==> config.mk <==
export PLATFORM = sky130hd
export DESIGN_NAME = keypad_code_entry_verifier_core
export DESIGN_NICKNAME = d
export VERILOG_FILES = /design/src/rtl/kcev_pkg.sv /design/src/rtl/kcev_timer.sv /design/src/rtl/keypad_code_entry_verifier_core.sv
export SDC_FILE = /design/constraint.sdc
export NUM_CORES = 1
export LEC_CHECK = 0
export BUFFER_PORTS_ARGS = -buffer_cell sky130_fd_sc_hd__buf_2
export CAP_MARGIN = 10
export CORE_AREA = 4 4 145 161
export CTS_BUF_LIST = sky130_fd_sc_hd__clkbuf_8
export DETAILED_ROUTE_END_ITERATION = 10
export DIE_AREA = 0 0 149 165
export PLACE_DENSITY_LB_ADDON = 0.3
export SETUP_SLACK_MARGIN = 0.3
export SYNTH_ARGS = -nofsm -noshare
export SYNTH_HDL_FRONTEND = slang
export SYNTH_SLANG_ARGS = --single-unit
==> constraint.sdc <==
create_clock -name clk -period 10.64 [get_ports clk]
set_clock_uncertainty 0.1 [all_clocks]
set_input_delay 0.532 -clock clk [delete_from_list [all_inputs] [get_ports clk]]
set_output_delay 0.532 -clock clk [all_outputs]
set_load 0.01 [all_outputs]
==> src/rtl/kcev_pkg.sv <==
// Package for the keypad code entry verifier.
// Holds request and key codes, register indexes, reset constants and the timer control type.
// No dependencies.
`timescale 1ns / 1ps

package kcev_pkg;

    // Request types
    localparam logic [1:0] REQ_KEY   = 2'd0;
    localparam logic [1:0] REQ_TICK  = 2'd1;
    localparam logic [1:0] REQ_ISSUE = 2'd2;
    localparam logic [1:0] REQ_CLEAR = 2'd3;

    // Key codes
    localparam logic [3:0] KEY_LAST_DIGIT = 4'd9;
    localparam logic [3:0] KEY_CONFIRM    = 4'd12;
    localparam logic [3:0] KEY_BACKSPACE  = 4'd13;
    localparam logic [3:0] BLANK_DIGIT    = 4'd15;

    // Configuration register indexes
    localparam logic CFG_EXPECTED = 1'b0;
    localparam logic CFG_TIMEOUT  = 1'b1;

    localparam int DISPLAY_DIGITS      = 6;
    localparam int CODE_DIGITS_DEFAULT = 6;
    localparam int TIMER_W             = 32;
    localparam int EXPECTED_W          = 4 * DISPLAY_DIGITS;

    localparam logic [TIMER_W-1:0] TIMEOUT_RESET = 32'd300000;

    typedef struct packed {
        logic tick;
        logic restart;
    } kcev_timer_ctl_t;

endpackage

==> src/rtl/kcev_timer.sv <==
// Elapsed tick counter with saturation and timeout compare.
// Depends on kcev_pkg.
`timescale 1ns / 1ps

module kcev_timer (
    input  logic                     clk,
    input  logic                     rst_n,
    input  kcev_pkg::kcev_timer_ctl_t ctl,
    input  logic [kcev_pkg::TIMER_W-1:0] timeout,
    output logic                     expired_next
);
    import kcev_pkg::*;

    logic [TIMER_W-1:0] elapsed_reg;
    logic [TIMER_W-1:0] elapsed_next;

    always_comb
    begin
        elapsed_next = elapsed_reg;
        if (ctl.restart)
        begin
            elapsed_next = '0;
        end
        else if (ctl.tick && (elapsed_reg != {TIMER_W{1'b1}}))
        begin
            elapsed_next = elapsed_reg + TIMER_W'(1);
        end
    end

    // State after this transaction compared against the timeout
    assign expired_next = (elapsed_next > timeout);

    always_ff @(posedge clk or negedge rst_n)
    begin
        if (!rst_n)
        begin
            elapsed_reg <= '0;
        end
        else
        begin
            elapsed_reg <= elapsed_next;
        end
    end

`ifndef SYNTHESIS
    a_restart_clears: assert property (@(posedge clk) disable iff (!rst_n)
        ctl.restart |=> (elapsed_reg == '0))
        else $error("elapsed count not cleared after restart");

    a_saturate: assert property (@(posedge clk) disable iff (!rst_n)
        (ctl.tick && !ctl.restart && (elapsed_reg == {TIMER_W{1'b1}}))
        |=> (elapsed_reg == {TIMER_W{1'b1}}))
        else $error("elapsed count wrapped");

    a_idle_hold: assert property (@(posedge clk) disable iff (!rst_n)
        (!ctl.tick && !ctl.restart) |=> $stable(elapsed_reg))
        else $error("elapsed count moved without a tick");
`endif

endmodule

==> src/rtl/keypad_code_entry_verifier_core.sv <==
// Keypad code entry verifier: top level with entry buffer, config registers and result register.
// Latency: a result is valid the cycle after its input transaction is accepted.
// Throughput: one transaction per cycle; in_ready drops only while a result waits on out_ready.
// Reset: all slots blank, position 0, elapsed count 0, expected code 0, timeout 300000.
// Config writes are always accepted (cfg_ready is tied high). Depends on kcev_pkg, kcev_timer.
`timescale 1ns / 1ps

module keypad_code_entry_verifier_core #(
    parameter int CODE_DIGITS = kcev_pkg::CODE_DIGITS_DEFAULT
) (
    input  logic                            clk,
    input  logic                            rst_n,
    // configuration write channel
    input  logic                            cfg_valid,
    output logic                            cfg_ready,
    input  logic                            cfg_index,
    input  logic [kcev_pkg::TIMER_W-1:0]    cfg_data,
    // input channel
    input  logic                            in_valid,
    output logic                            in_ready,
    input  logic [1:0]                      req_type,
    input  logic [3:0]                      key_code,
    // result channel
    output logic                            out_valid,
    input  logic                            out_ready,
    output logic                            confirm_ok,
    output logic                            code_complete,
    output logic                            code_expired,
    output logic                            code_match,
    output logic [2:0]                      entry_position,
    output logic [kcev_pkg::EXPECTED_W-1:0] entered_display
);
    import kcev_pkg::*;

    // Position counts 0..CODE_DIGITS; slot index covers 0..CODE_DIGITS-1
    localparam int PosW = $clog2(CODE_DIGITS + 1);
    localparam int IdxW = (CODE_DIGITS > 1) ? $clog2(CODE_DIGITS) : 1;
    localparam int PadN = (CODE_DIGITS > DISPLAY_DIGITS) ? CODE_DIGITS : DISPLAY_DIGITS;
    localparam logic [PosW-1:0] PosFull = PosW'(CODE_DIGITS);

    // Configuration registers
    logic [EXPECTED_W-1:0] expected_reg;
    logic [TIMER_W-1:0]    timeout_reg;

    // Entry state
    logic [CODE_DIGITS-1:0][3:0] digits_reg;
    logic [CODE_DIGITS-1:0][3:0] digits_next;
    logic [PosW-1:0]             pos_reg;
    logic [PosW-1:0]             pos_next;
    logic [PosW-1:0]             pos_dec;

    // Result register
    logic                  out_valid_reg;
    logic                  confirm_reg;
    logic                  complete_reg;
    logic                  expired_reg;
    logic                  match_reg;
    logic [2:0]            position_reg;
    logic [EXPECTED_W-1:0] display_reg;

    logic                  in_fire;
    logic                  confirm_next;
    logic                  complete_cur;
    logic                  complete_next;
    logic                  digits_equal;
    logic                  expired_next;
    logic [PadN-1:0][3:0]  expected_pad;
    logic [PadN-1:0][3:0]  digits_pad;
    kcev_timer_ctl_t       timer_ctl;

    // Take a new transaction whenever the result register is empty or being drained
    assign in_ready  = !out_valid_reg || out_ready;
    assign in_fire   = in_valid && in_ready;
    assign cfg_ready = 1'b1;

    // ---------------------------------------------------------------
    // Configuration writes: index 1 bit covers both registers
    // ---------------------------------------------------------------
    always_ff @(posedge clk or negedge rst_n)
    begin
        if (!rst_n)
        begin
            expected_reg <= '0;
            timeout_reg  <= TIMEOUT_RESET;
        end
        else if (cfg_valid)
        begin
            unique case (cfg_index)
                CFG_EXPECTED: expected_reg <= cfg_data[EXPECTED_W-1:0];
                CFG_TIMEOUT:  timeout_reg  <= cfg_data;
                default:      timeout_reg  <= timeout_reg;
            endcase
        end
    end

    // ---------------------------------------------------------------
    // Timer: tick and restart apply only on an accepted transaction
    // ---------------------------------------------------------------
    always_comb
    begin
        timer_ctl.tick    = in_fire && (req_type == REQ_TICK);
        timer_ctl.restart = in_fire && (req_type == REQ_ISSUE);
    end

    kcev_timer u_timer (
        .clk          (clk),
        .rst_n        (rst_n),
        .ctl          (timer_ctl),
        .timeout      (timeout_reg),
        .expired_next (expired_next)
    );

    // ---------------------------------------------------------------
    // Entry buffer update
    // ---------------------------------------------------------------
    assign pos_dec = pos_reg - PosW'(1);

    always_comb
    begin
        complete_cur = 1'b1;
        for (int i = 0; i < CODE_DIGITS; i++)
        begin
            if (digits_reg[i] == BLANK_DIGIT)
            begin
                complete_cur = 1'b0;
            end
        end
    end

    always_comb
    begin
        digits_next  = digits_reg;
        pos_next     = pos_reg;
        confirm_next = 1'b0;
        unique case (req_type)
            REQ_KEY:
            begin
                priority if (key_code == KEY_CONFIRM)
                begin
                    confirm_next = complete_cur;
                end
                else if (key_code == KEY_BACKSPACE)
                begin
                    // drop the last digit, if any
                    if (pos_reg != '0)
                    begin
                        pos_next                    = pos_dec;
                        digits_next[pos_dec[IdxW-1:0]] = BLANK_DIGIT;
                    end
                end
                else if ((key_code <= KEY_LAST_DIGIT) && (pos_reg < PosFull))
                begin
                    digits_next[pos_reg[IdxW-1:0]] = key_code;
                    pos_next                       = pos_reg + PosW'(1);
                end
                else
                begin
                    // letters, star, hash, or digit into a full buffer: nothing changes
                    pos_next = pos_reg;
                end
            end
            REQ_CLEAR:
            begin
                for (int i = 0; i < CODE_DIGITS; i++)
                begin
                    digits_next[i] = BLANK_DIGIT;
                end
                pos_next = '0;
            end
            default:
            begin
                // tick and code issue touch only the timer
                pos_next = pos_reg;
            end
        endcase
    end

    // ---------------------------------------------------------------
    // Result evaluation on the state after this transaction
    // ---------------------------------------------------------------
    always_comb
    begin
        expected_pad = (4 * PadN)'(expected_reg);
        for (int i = 0; i < PadN; i++)
        begin
            digits_pad[i] = BLANK_DIGIT;
        end
        for (int i = 0; i < CODE_DIGITS; i++)
        begin
            digits_pad[i] = digits_next[i];
        end
    end

    // Slots beyond the expected register compare against zero; a blank never matches
    always_comb
    begin
        complete_next = 1'b1;
        digits_equal  = 1'b1;
        for (int i = 0; i < CODE_DIGITS; i++)
        begin
            if (digits_next[i] == BLANK_DIGIT)
            begin
                complete_next = 1'b0;
            end
            if (digits_next[i] != expected_pad[i])
            begin
                digits_equal = 1'b0;
            end
        end
    end

    always_ff @(posedge clk or negedge rst_n)
    begin
        if (!rst_n)
        begin
            digits_reg    <= {CODE_DIGITS{BLANK_DIGIT}};
            pos_reg       <= '0;
            out_valid_reg <= 1'b0;
        end
        else
        begin
            if (in_fire)
            begin
                digits_reg    <= digits_next;
                pos_reg       <= pos_next;
                out_valid_reg <= 1'b1;
            end
            else if (out_ready)
            begin
                out_valid_reg <= 1'b0;
            end
        end
    end

    // Result payload: hold while the consumer stalls
    always_ff @(posedge clk)
    begin
        if (in_fire)
        begin
            confirm_reg  <= confirm_next;
            complete_reg <= complete_next;
            expired_reg  <= expired_next;
            match_reg    <= complete_next && digits_equal && !expired_next;
            position_reg <= 3'(pos_next);
            display_reg  <= digits_pad[DISPLAY_DIGITS-1:0];
        end
    end

    assign out_valid       = out_valid_reg;
    assign confirm_ok      = confirm_reg;
    assign code_complete   = complete_reg;
    assign code_expired    = expired_reg;
    assign code_match      = match_reg;
    assign entry_position  = position_reg;
    assign entered_display = display_reg;

`ifndef SYNTHESIS
    a_match_implies: assert property (@(posedge clk) disable iff (!rst_n)
        (out_valid && code_match) |-> (code_complete && !code_expired))
        else $error("match reported on an incomplete or expired entry");

    a_confirm_complete: assert property (@(posedge clk) disable iff (!rst_n)
        (out_valid && confirm_ok) |-> code_complete)
        else $error("confirm reported on an incomplete entry");

    a_pos_bound: assert property (@(posedge clk) disable iff (!rst_n)
        pos_reg <= PosFull)
        else $error("entry position beyond slot count");

    a_clear_pos: assert property (@(posedge clk) disable iff (!rst_n)
        (in_fire && (req_type == REQ_CLEAR)) |=> (pos_reg == '0))
        else $error("clear did not reset the entry position");
`endif

endmodule
# Word level (Yosys, flattened, before mapping)
# Index checks and enable logic that the tools add are counted.
# classes
n_addsub	3
multipliers	0
n_div	0
n_lt_le_gt_ge	7
eq_ne	24
shifts	0
n_mux	32
bitwise	4
reduce_logical	18
# ops
cell	n
2-to-1 mux 24 bit	4
2-to-1 mux 32 bit	2
== test 4 bit, second input constant	14
one-hot mux 24 bit (2 select lines)	1
adder 32 x 1 -> 32 bit, second input constant	1
greater-than comparator 32 bit	1
!= test 32 bit, second input constant	1
bitwise mux 24 bit	1
demux 4 bit (select 3 bit)	2
!= test 4 bit	6
OR 24 bit	1
2-to-1 mux 1 bit	15
2-to-1 mux 3 bit	4
logical AND 1 bit	9
less-than comparator 3 x 4 -> 1 bit, second input constant	2
2-to-1 mux 4 bit	2
OR reduction 7 bit	1
>= comparator 3 x 1 -> 1 bit, second input constant	2
one-hot mux 3 bit (2 select lines)	1
== test 2 bit, second input constant	2
<= comparator 4 bit, second input constant	1
AND reduction 2 bit	2
adder 3 x 1 -> 3 bit, second input constant	1
less-than comparator 3 bit, second input constant	1
8 further kinds	11
# word_totals
regBits	147
latch_bits	0
ramBits	0
mem_bits_ro	0
inputBits	44
out_inout_bits	34
mem_count	0

# Longest topological paths before layout
# logic_depth
depth_word	19
ltp_mapped	18
mapped_depth_nobuf	17

# Cells and area by module
# Synthesis repeated with hierarchy kept, for this count alone.
# hier_totals
cells_unflattened	861
area_unflattened_um2	8677.1
# by_module_without_submodules
module	instances	cells_per_inst	area_each_um2	seq_area_each_um2
keypad_code_entry_verifier_core	1	557	5980.7	3072.9
kcev_timer	1	304	2696.3	800.8

# Least setup slack after synthesis
# OpenSTA, ideal clock, no wires.
# synth_timing
path_kind	input-to-reg
from	input port out_ready
to	register match_reg, in the netlist code_match (data pin)
setup_ps	176
arrival_time_ps	3223
slack_ps	7141
path_stages	14
path_buffers	2
path_cell_list	nand2b_1 -> and3_1 -> clkbuf_1 -> dlygate4sd3_1 -> a21oi_1 -> ha_1 -> nor2b_1 -> o21a_1 -> o21a_1 -> o21ai_0 -> o21ai_0 -> o21ai_0 -> a21oi_1 -> nor4_1
# synth_via
elab_chain_len	9
elab_cells_between_ends	10
classes_between	order compare: 1; mux: 2; reduce/logical: 7
# synth_rtl
item	line_no	source
from (decl)	keypad_code_entry_verifier_core.sv:25	input logic out_ready,
logical OR 1 bit (*)	keypad_code_entry_verifier_core.sv:72	assign in_ready = !out_valid_reg || out_ready;
logical AND 1 bit (*)	keypad_code_entry_verifier_core.sv:73	assign in_fire = in_valid && in_ready;
logical AND 1 bit	keypad_code_entry_verifier_core.sv:101	timer_ctl.tick = in_fire && (req_type == REQ_TICK);
logical AND 1 bit	kcev_timer.sv:24	else if (ctl.tick && (elapsed_reg != {TIMER_W{1'b1}}))
2-to-1 mux 32 bit	kcev_timer.sv:24	
2-to-1 mux 32 bit (*)	kcev_timer.sv:20	if (ctl.restart)
via u_timer.elapsed_next[1]	kcev_timer.sv:15	logic [TIMER_W-1:0] elapsed_next;
greater-than comparator 32 bit (*)	kcev_timer.sv:31	assign expired_next = (elapsed_next > timeout);
via expired_next	keypad_code_entry_verifier_core.sv:66	logic expired_next;
zero test 1 bit (*)	keypad_code_entry_verifier_core.sv:243	match_reg <= complete_next && digits_equal && !expired_next;
logical AND 1 bit (*)	keypad_code_entry_verifier_core.sv:243	
to (signal assigned)	keypad_code_entry_verifier_core.sv:243	
to (decl)	keypad_code_entry_verifier_core.sv:57	logic match_reg;
# The timed path passes the listed nets; every way through them passes the cells marked *.
# A chain may end at the register's enable or synchronous reset.

# Worst setup path in the final report
# layout_timing
from	register out_valid_reg, in the netlist out_valid
to	register match_reg, in the netlist code_match (data pin)
# layout_via
elab_chain_len	10
elab_cells_between_ends	11
classes_between	order compare: 1; mux: 2; reduce/logical: 8
# layout_rtl
item	line_no	source
from (decl)	keypad_code_entry_verifier_core.sv:53	logic out_valid_reg;
from (signal assigned)	keypad_code_entry_verifier_core.sv:218	out_valid_reg <= 1'b0;
from (signal assigned)	keypad_code_entry_verifier_core.sv:226	out_valid_reg <= 1'b1;
from (signal assigned)	keypad_code_entry_verifier_core.sv:230	out_valid_reg <= 1'b0;
zero test 1 bit (*)	keypad_code_entry_verifier_core.sv:72	
logical OR 1 bit (*)	keypad_code_entry_verifier_core.sv:72	
logical AND 1 bit (*)	keypad_code_entry_verifier_core.sv:73	
logical AND 1 bit	keypad_code_entry_verifier_core.sv:101	
logical AND 1 bit	kcev_timer.sv:24	
2-to-1 mux 32 bit	kcev_timer.sv:24	
2-to-1 mux 32 bit (*)	kcev_timer.sv:20	
via u_timer.elapsed_next[14]	kcev_timer.sv:15	
greater-than comparator 32 bit (*)	kcev_timer.sv:31	
via expired_next	keypad_code_entry_verifier_core.sv:66	
zero test 1 bit (*)	keypad_code_entry_verifier_core.sv:243	
logical AND 1 bit (*)	keypad_code_entry_verifier_core.sv:243	
# Marks and branches as above.

==> impl_metrics.yaml <==
worst_setup_path:
  worstSetupPathType: "flop to flop"
  crit_path_max_incr_delay_ps: 570
  cp_cell_sequence: "nand2b_1 > nand2_1 > buf_4 > inv_1 > buf_4 > nand2_1 > a21oi_1 > nand4_1 > or3_2 > a21oi_1 > ha_1 > nand4_1 > nor3_1 > o21ai_0 > o21ai_0 > o21ai_0 > a21oi_1 > nor4_1"
  worst-path-buf-inv: 3
  reg2regPathDepth: 18
  worst_path_dominant_cell_family: "simple AND/OR/NAND/NOR gates"
  path_depth: 18
  end_kind: "flop"
  timing.critical_path.required_ps: 10730
  critPathArrivalTime_ps: 4820
  worst_setup_path_start_kind: "flop"
  slowest_stage: "sky130_fd_sc_hd__or3_2"
  critical_path.max_fanout: 45
logic_synthesis:
  async_reset_ff_frac: 0.789
  synth-edff-count: 31
  yosys_most_used_dff: "sky130_fd_sc_hd__dfrtp_1"
  syn_area_mm2: 0.00852
  post_synth.cell_area_avg_um2: 9.74
  synth_fp_nets: 959
  synth_top_cells_by_count: "sky130_fd_sc_hd__dfrtp_1 (84), sky130_fd_sc_hd__nand2_1 (81), sky130_fd_sc_hd__inv_1 (74)"
  post_synth_inst_count: 875
  synth.lib_cells_used.distinct: 78
  ys_ff_latch: 147
  synth-seq-area-share: 0.455
  synth_warnings: 0
  synth_top_area_share: 0.247
  netlist_top_cells_area: "sky130_fd_sc_hd__dfrtp_1 (25%), sky130_fd_sc_hd__edfxtp_1 (11%), sky130_fd_sc_hd__dfstp_2 (9.9%), sky130_fd_sc_hd__mux2_2 (6.3%), sky130_fd_sc_hd__ha_1 (5.9%)"
  yosys.cell_count.top_type: "sky130_fd_sc_hd__dfrtp_1"
  yosys.area.top_type: "sky130_fd_sc_hd__dfrtp_1"
power_and_ir_drop:
  ir_drop_uv: 91.1
  total_leakage_power_uw: 0.00425
  power_density_mw_per_mm2: 166
route:
  wl_met2_um: 10900
  vias_per_inst: 5.51
  route.layer.met1.wl_um: 10600
  route.detailed.drc: 0
  routed-wl-met3_um: 1060
  finalWirelength_um: 22800
  route.antenna.remaining_nets: 0
  wl_per_cell_um: 18.3
  via_count: 6884
  initialDrtViolationCount: 717
  highest_layer: "met4"
  drt_pre_antenna_iters: 5
placement:
  gp_congestion: 0.910
  dpl.hpwl_um: 16800
  port_buffers: 76
  post_dp_cell_area_mm2: 0.00916
outcome:
  run_status: "completed"
sta:
  timing.final.crit_period_ps: 4730
  finalHoldViolCount: 0
  grt_setup_unrepaired: "false"
  slew_headroom: 0.357
  setup_viol_count_final: 0
  finalCritPeriodShare: 0.444
  slew_viol_final: 0
  worst_margin_pin_slew_ps: 957
  clock.fmax_ghz: 0.212
  setup_total_negative_slack_ps: 0
global_route:
  total_global_route_track_usage: 0.190
  grt_start_max_net_pins: 60
  grt-ovfl-total: 0
  via_count_of_the_first_global_routing_pass: 6604
  antenna_found_initial: 0
  first_pass_grt_wire_length_um: 36600
clock_network:
  clock_pin_slew_reported_for_the_worst_setup_and_hold_paths_after_clock_tree_synthesis_ps: 80
  cts-root-to-sink-buffers: 2
  htreeDepth: 4
  cts_hold_repair.buffers: 0
  clk-insertion-delay-late_ps: 450
  post_cts_resize_count: 0
  post_cts.repair.setup_buffers: 0
  tritoncts_num_sinks: 147
  numCtsBuffers: 17
  tritoncts: "yes"
  cts-root-buf: "sky130_fd_sc_hd__clkbuf_8"
flow_run:
  maxcap_viol_count: 0
cells_and_area:
  final_layout_size_suffix_gt1_frac: 0.225
  multi_input_area_mm2: 0.00418
  filler_cell_count: 2159
  layout.nets: 1026
  finalInstanceArea_mm2: 0.00959
  area_delta_synth_final_pct: 12.6
  num_antenna_cells: 0
  total_area_of_sequential_cells_mm2: 0.00387
floorplanning:
  fp.dieW_um: 149
  floorplan.die.height_um: 165
  core_mm2: 0.0218
  rows: 57
  die_area_mm2: 0.0246
  design.portCount: 78
  initial_core_util: 0.390
worst_hold_path:
  min_path_type: "primary input to asynchronous set/reset pin"
[layout by cell type, fill, tap and decap left out, drive strengths merged, types with 5 or more instances in the layout]
cell type / n
a21o: 19
a21oi: 48
a31oi: 12
and2: 6
and3: 8
buf: 85
bufinv: 5
clkbuf: 17
clkinv: 7
dfrtp: 84
dfstp: 32
edfxtp: 31
ha: 40
inv: 77
mux2: 48
nand2: 82
nand2b: 8
nand3: 19
nand4: 29
nor2: 52
nor2b: 13
nor3: 19
nor4: 16
o2111ai: 5
o21ai: 66
o221ai: 7
or2: 5
or3: 14
xnor2: 22
xor2: 13
[per-layer routing]
metal | up-vias | global-route usage
li1 | 3284 | -
met5 | - | 0
met4 | 0 | 0.0441
met3 | 27 | 0.0329
met2 | 225 | 0.307
met1 | 3348 | 0.268
[cells by family after synthesis]
kind of cell	share of synthesized area
AOI/OAI and AO/OA	0.152
xor gates and xnor gates	0.0360
adders and majority gates	0.0587
buffers and inverters	0.0548
DFF	0.455
muxes	0.0634
other	0.000440
and+or+nand+nor	0.180
[path summary, 6_finish.rpt]
path,from,to,slack [ps]
max,out_valid$_DFFE_PN0P_,code_match$_DFFE_PP_,5910
min,rst_n,out_valid$_DFFE_PN0P_,50
max reg2reg,out_valid$_DFFE_PN0P_,code_match$_DFFE_PP_,5910
min reg2reg,digits_reg[2]$_DFFE_PN1P_,digits_reg[2]$_DFFE_PN1P_,390
max in group asynchronous,rst_n,timeout_reg[1]$_DFFE_PN0P_,9120
min in group clk,in_valid,out_valid$_DFFE_PN0P_,210
[metrics by stage]
stage / setup WS, ps / hold WS, ps / instances / total power (µW) / util
final: 5910 / 49.2 / 1250 / 1590 / 0.439
after global routing: 5380 / 110 / 1250 / 1680 / 0.439
after CTS: 5830 / 68.1 / 1250 / 1600 / 0.439
after detailed placement: 5570 / 378 / 1218 / 1110 / 0.420
after global placement: 5770 / 376 / 1218 / 1110 / 0.420
after floorplan: 7140 / 136 / 875 / 986 / -
[final cells by class]
class / count / area share
well taps: 295 / 0.0385
clock buffers: 17 / 0.0244
flip-flops and latches: 147 / 0.404
clock inverters: 15 / 0.0207
multi-input cells: 616 / 0.436
repair buffers: 85 / 0.0470
inverters: 75 / 0.0294
[worst register-to-register path, delay by kind of cell (launching register included)]
| kind | cells | cell delay [ps] |
|---|---|---|
| and+or+nand+nor | 8 | 1950 |
| AOI/OAI and AO/OA | 6 | 1110 |
| adders and majority gates | 1 | 170 |
| DFF | 1 | 380 |
| buffers and inverters | 3 | 790 |
[where the power goes]
group | internal (µW) | switching (µW) | total [µW] | leakage, µW
sequential | 673 | 74.2 | 747 | 0.00169
clock | 274 | 209 | 482 | 0.000226
combinational | 144 | 214 | 358 | 0.00233
total | 1090 | 497 | 1590 | 0.00425
No activity file was read; power rests on OpenSTA's default activity.
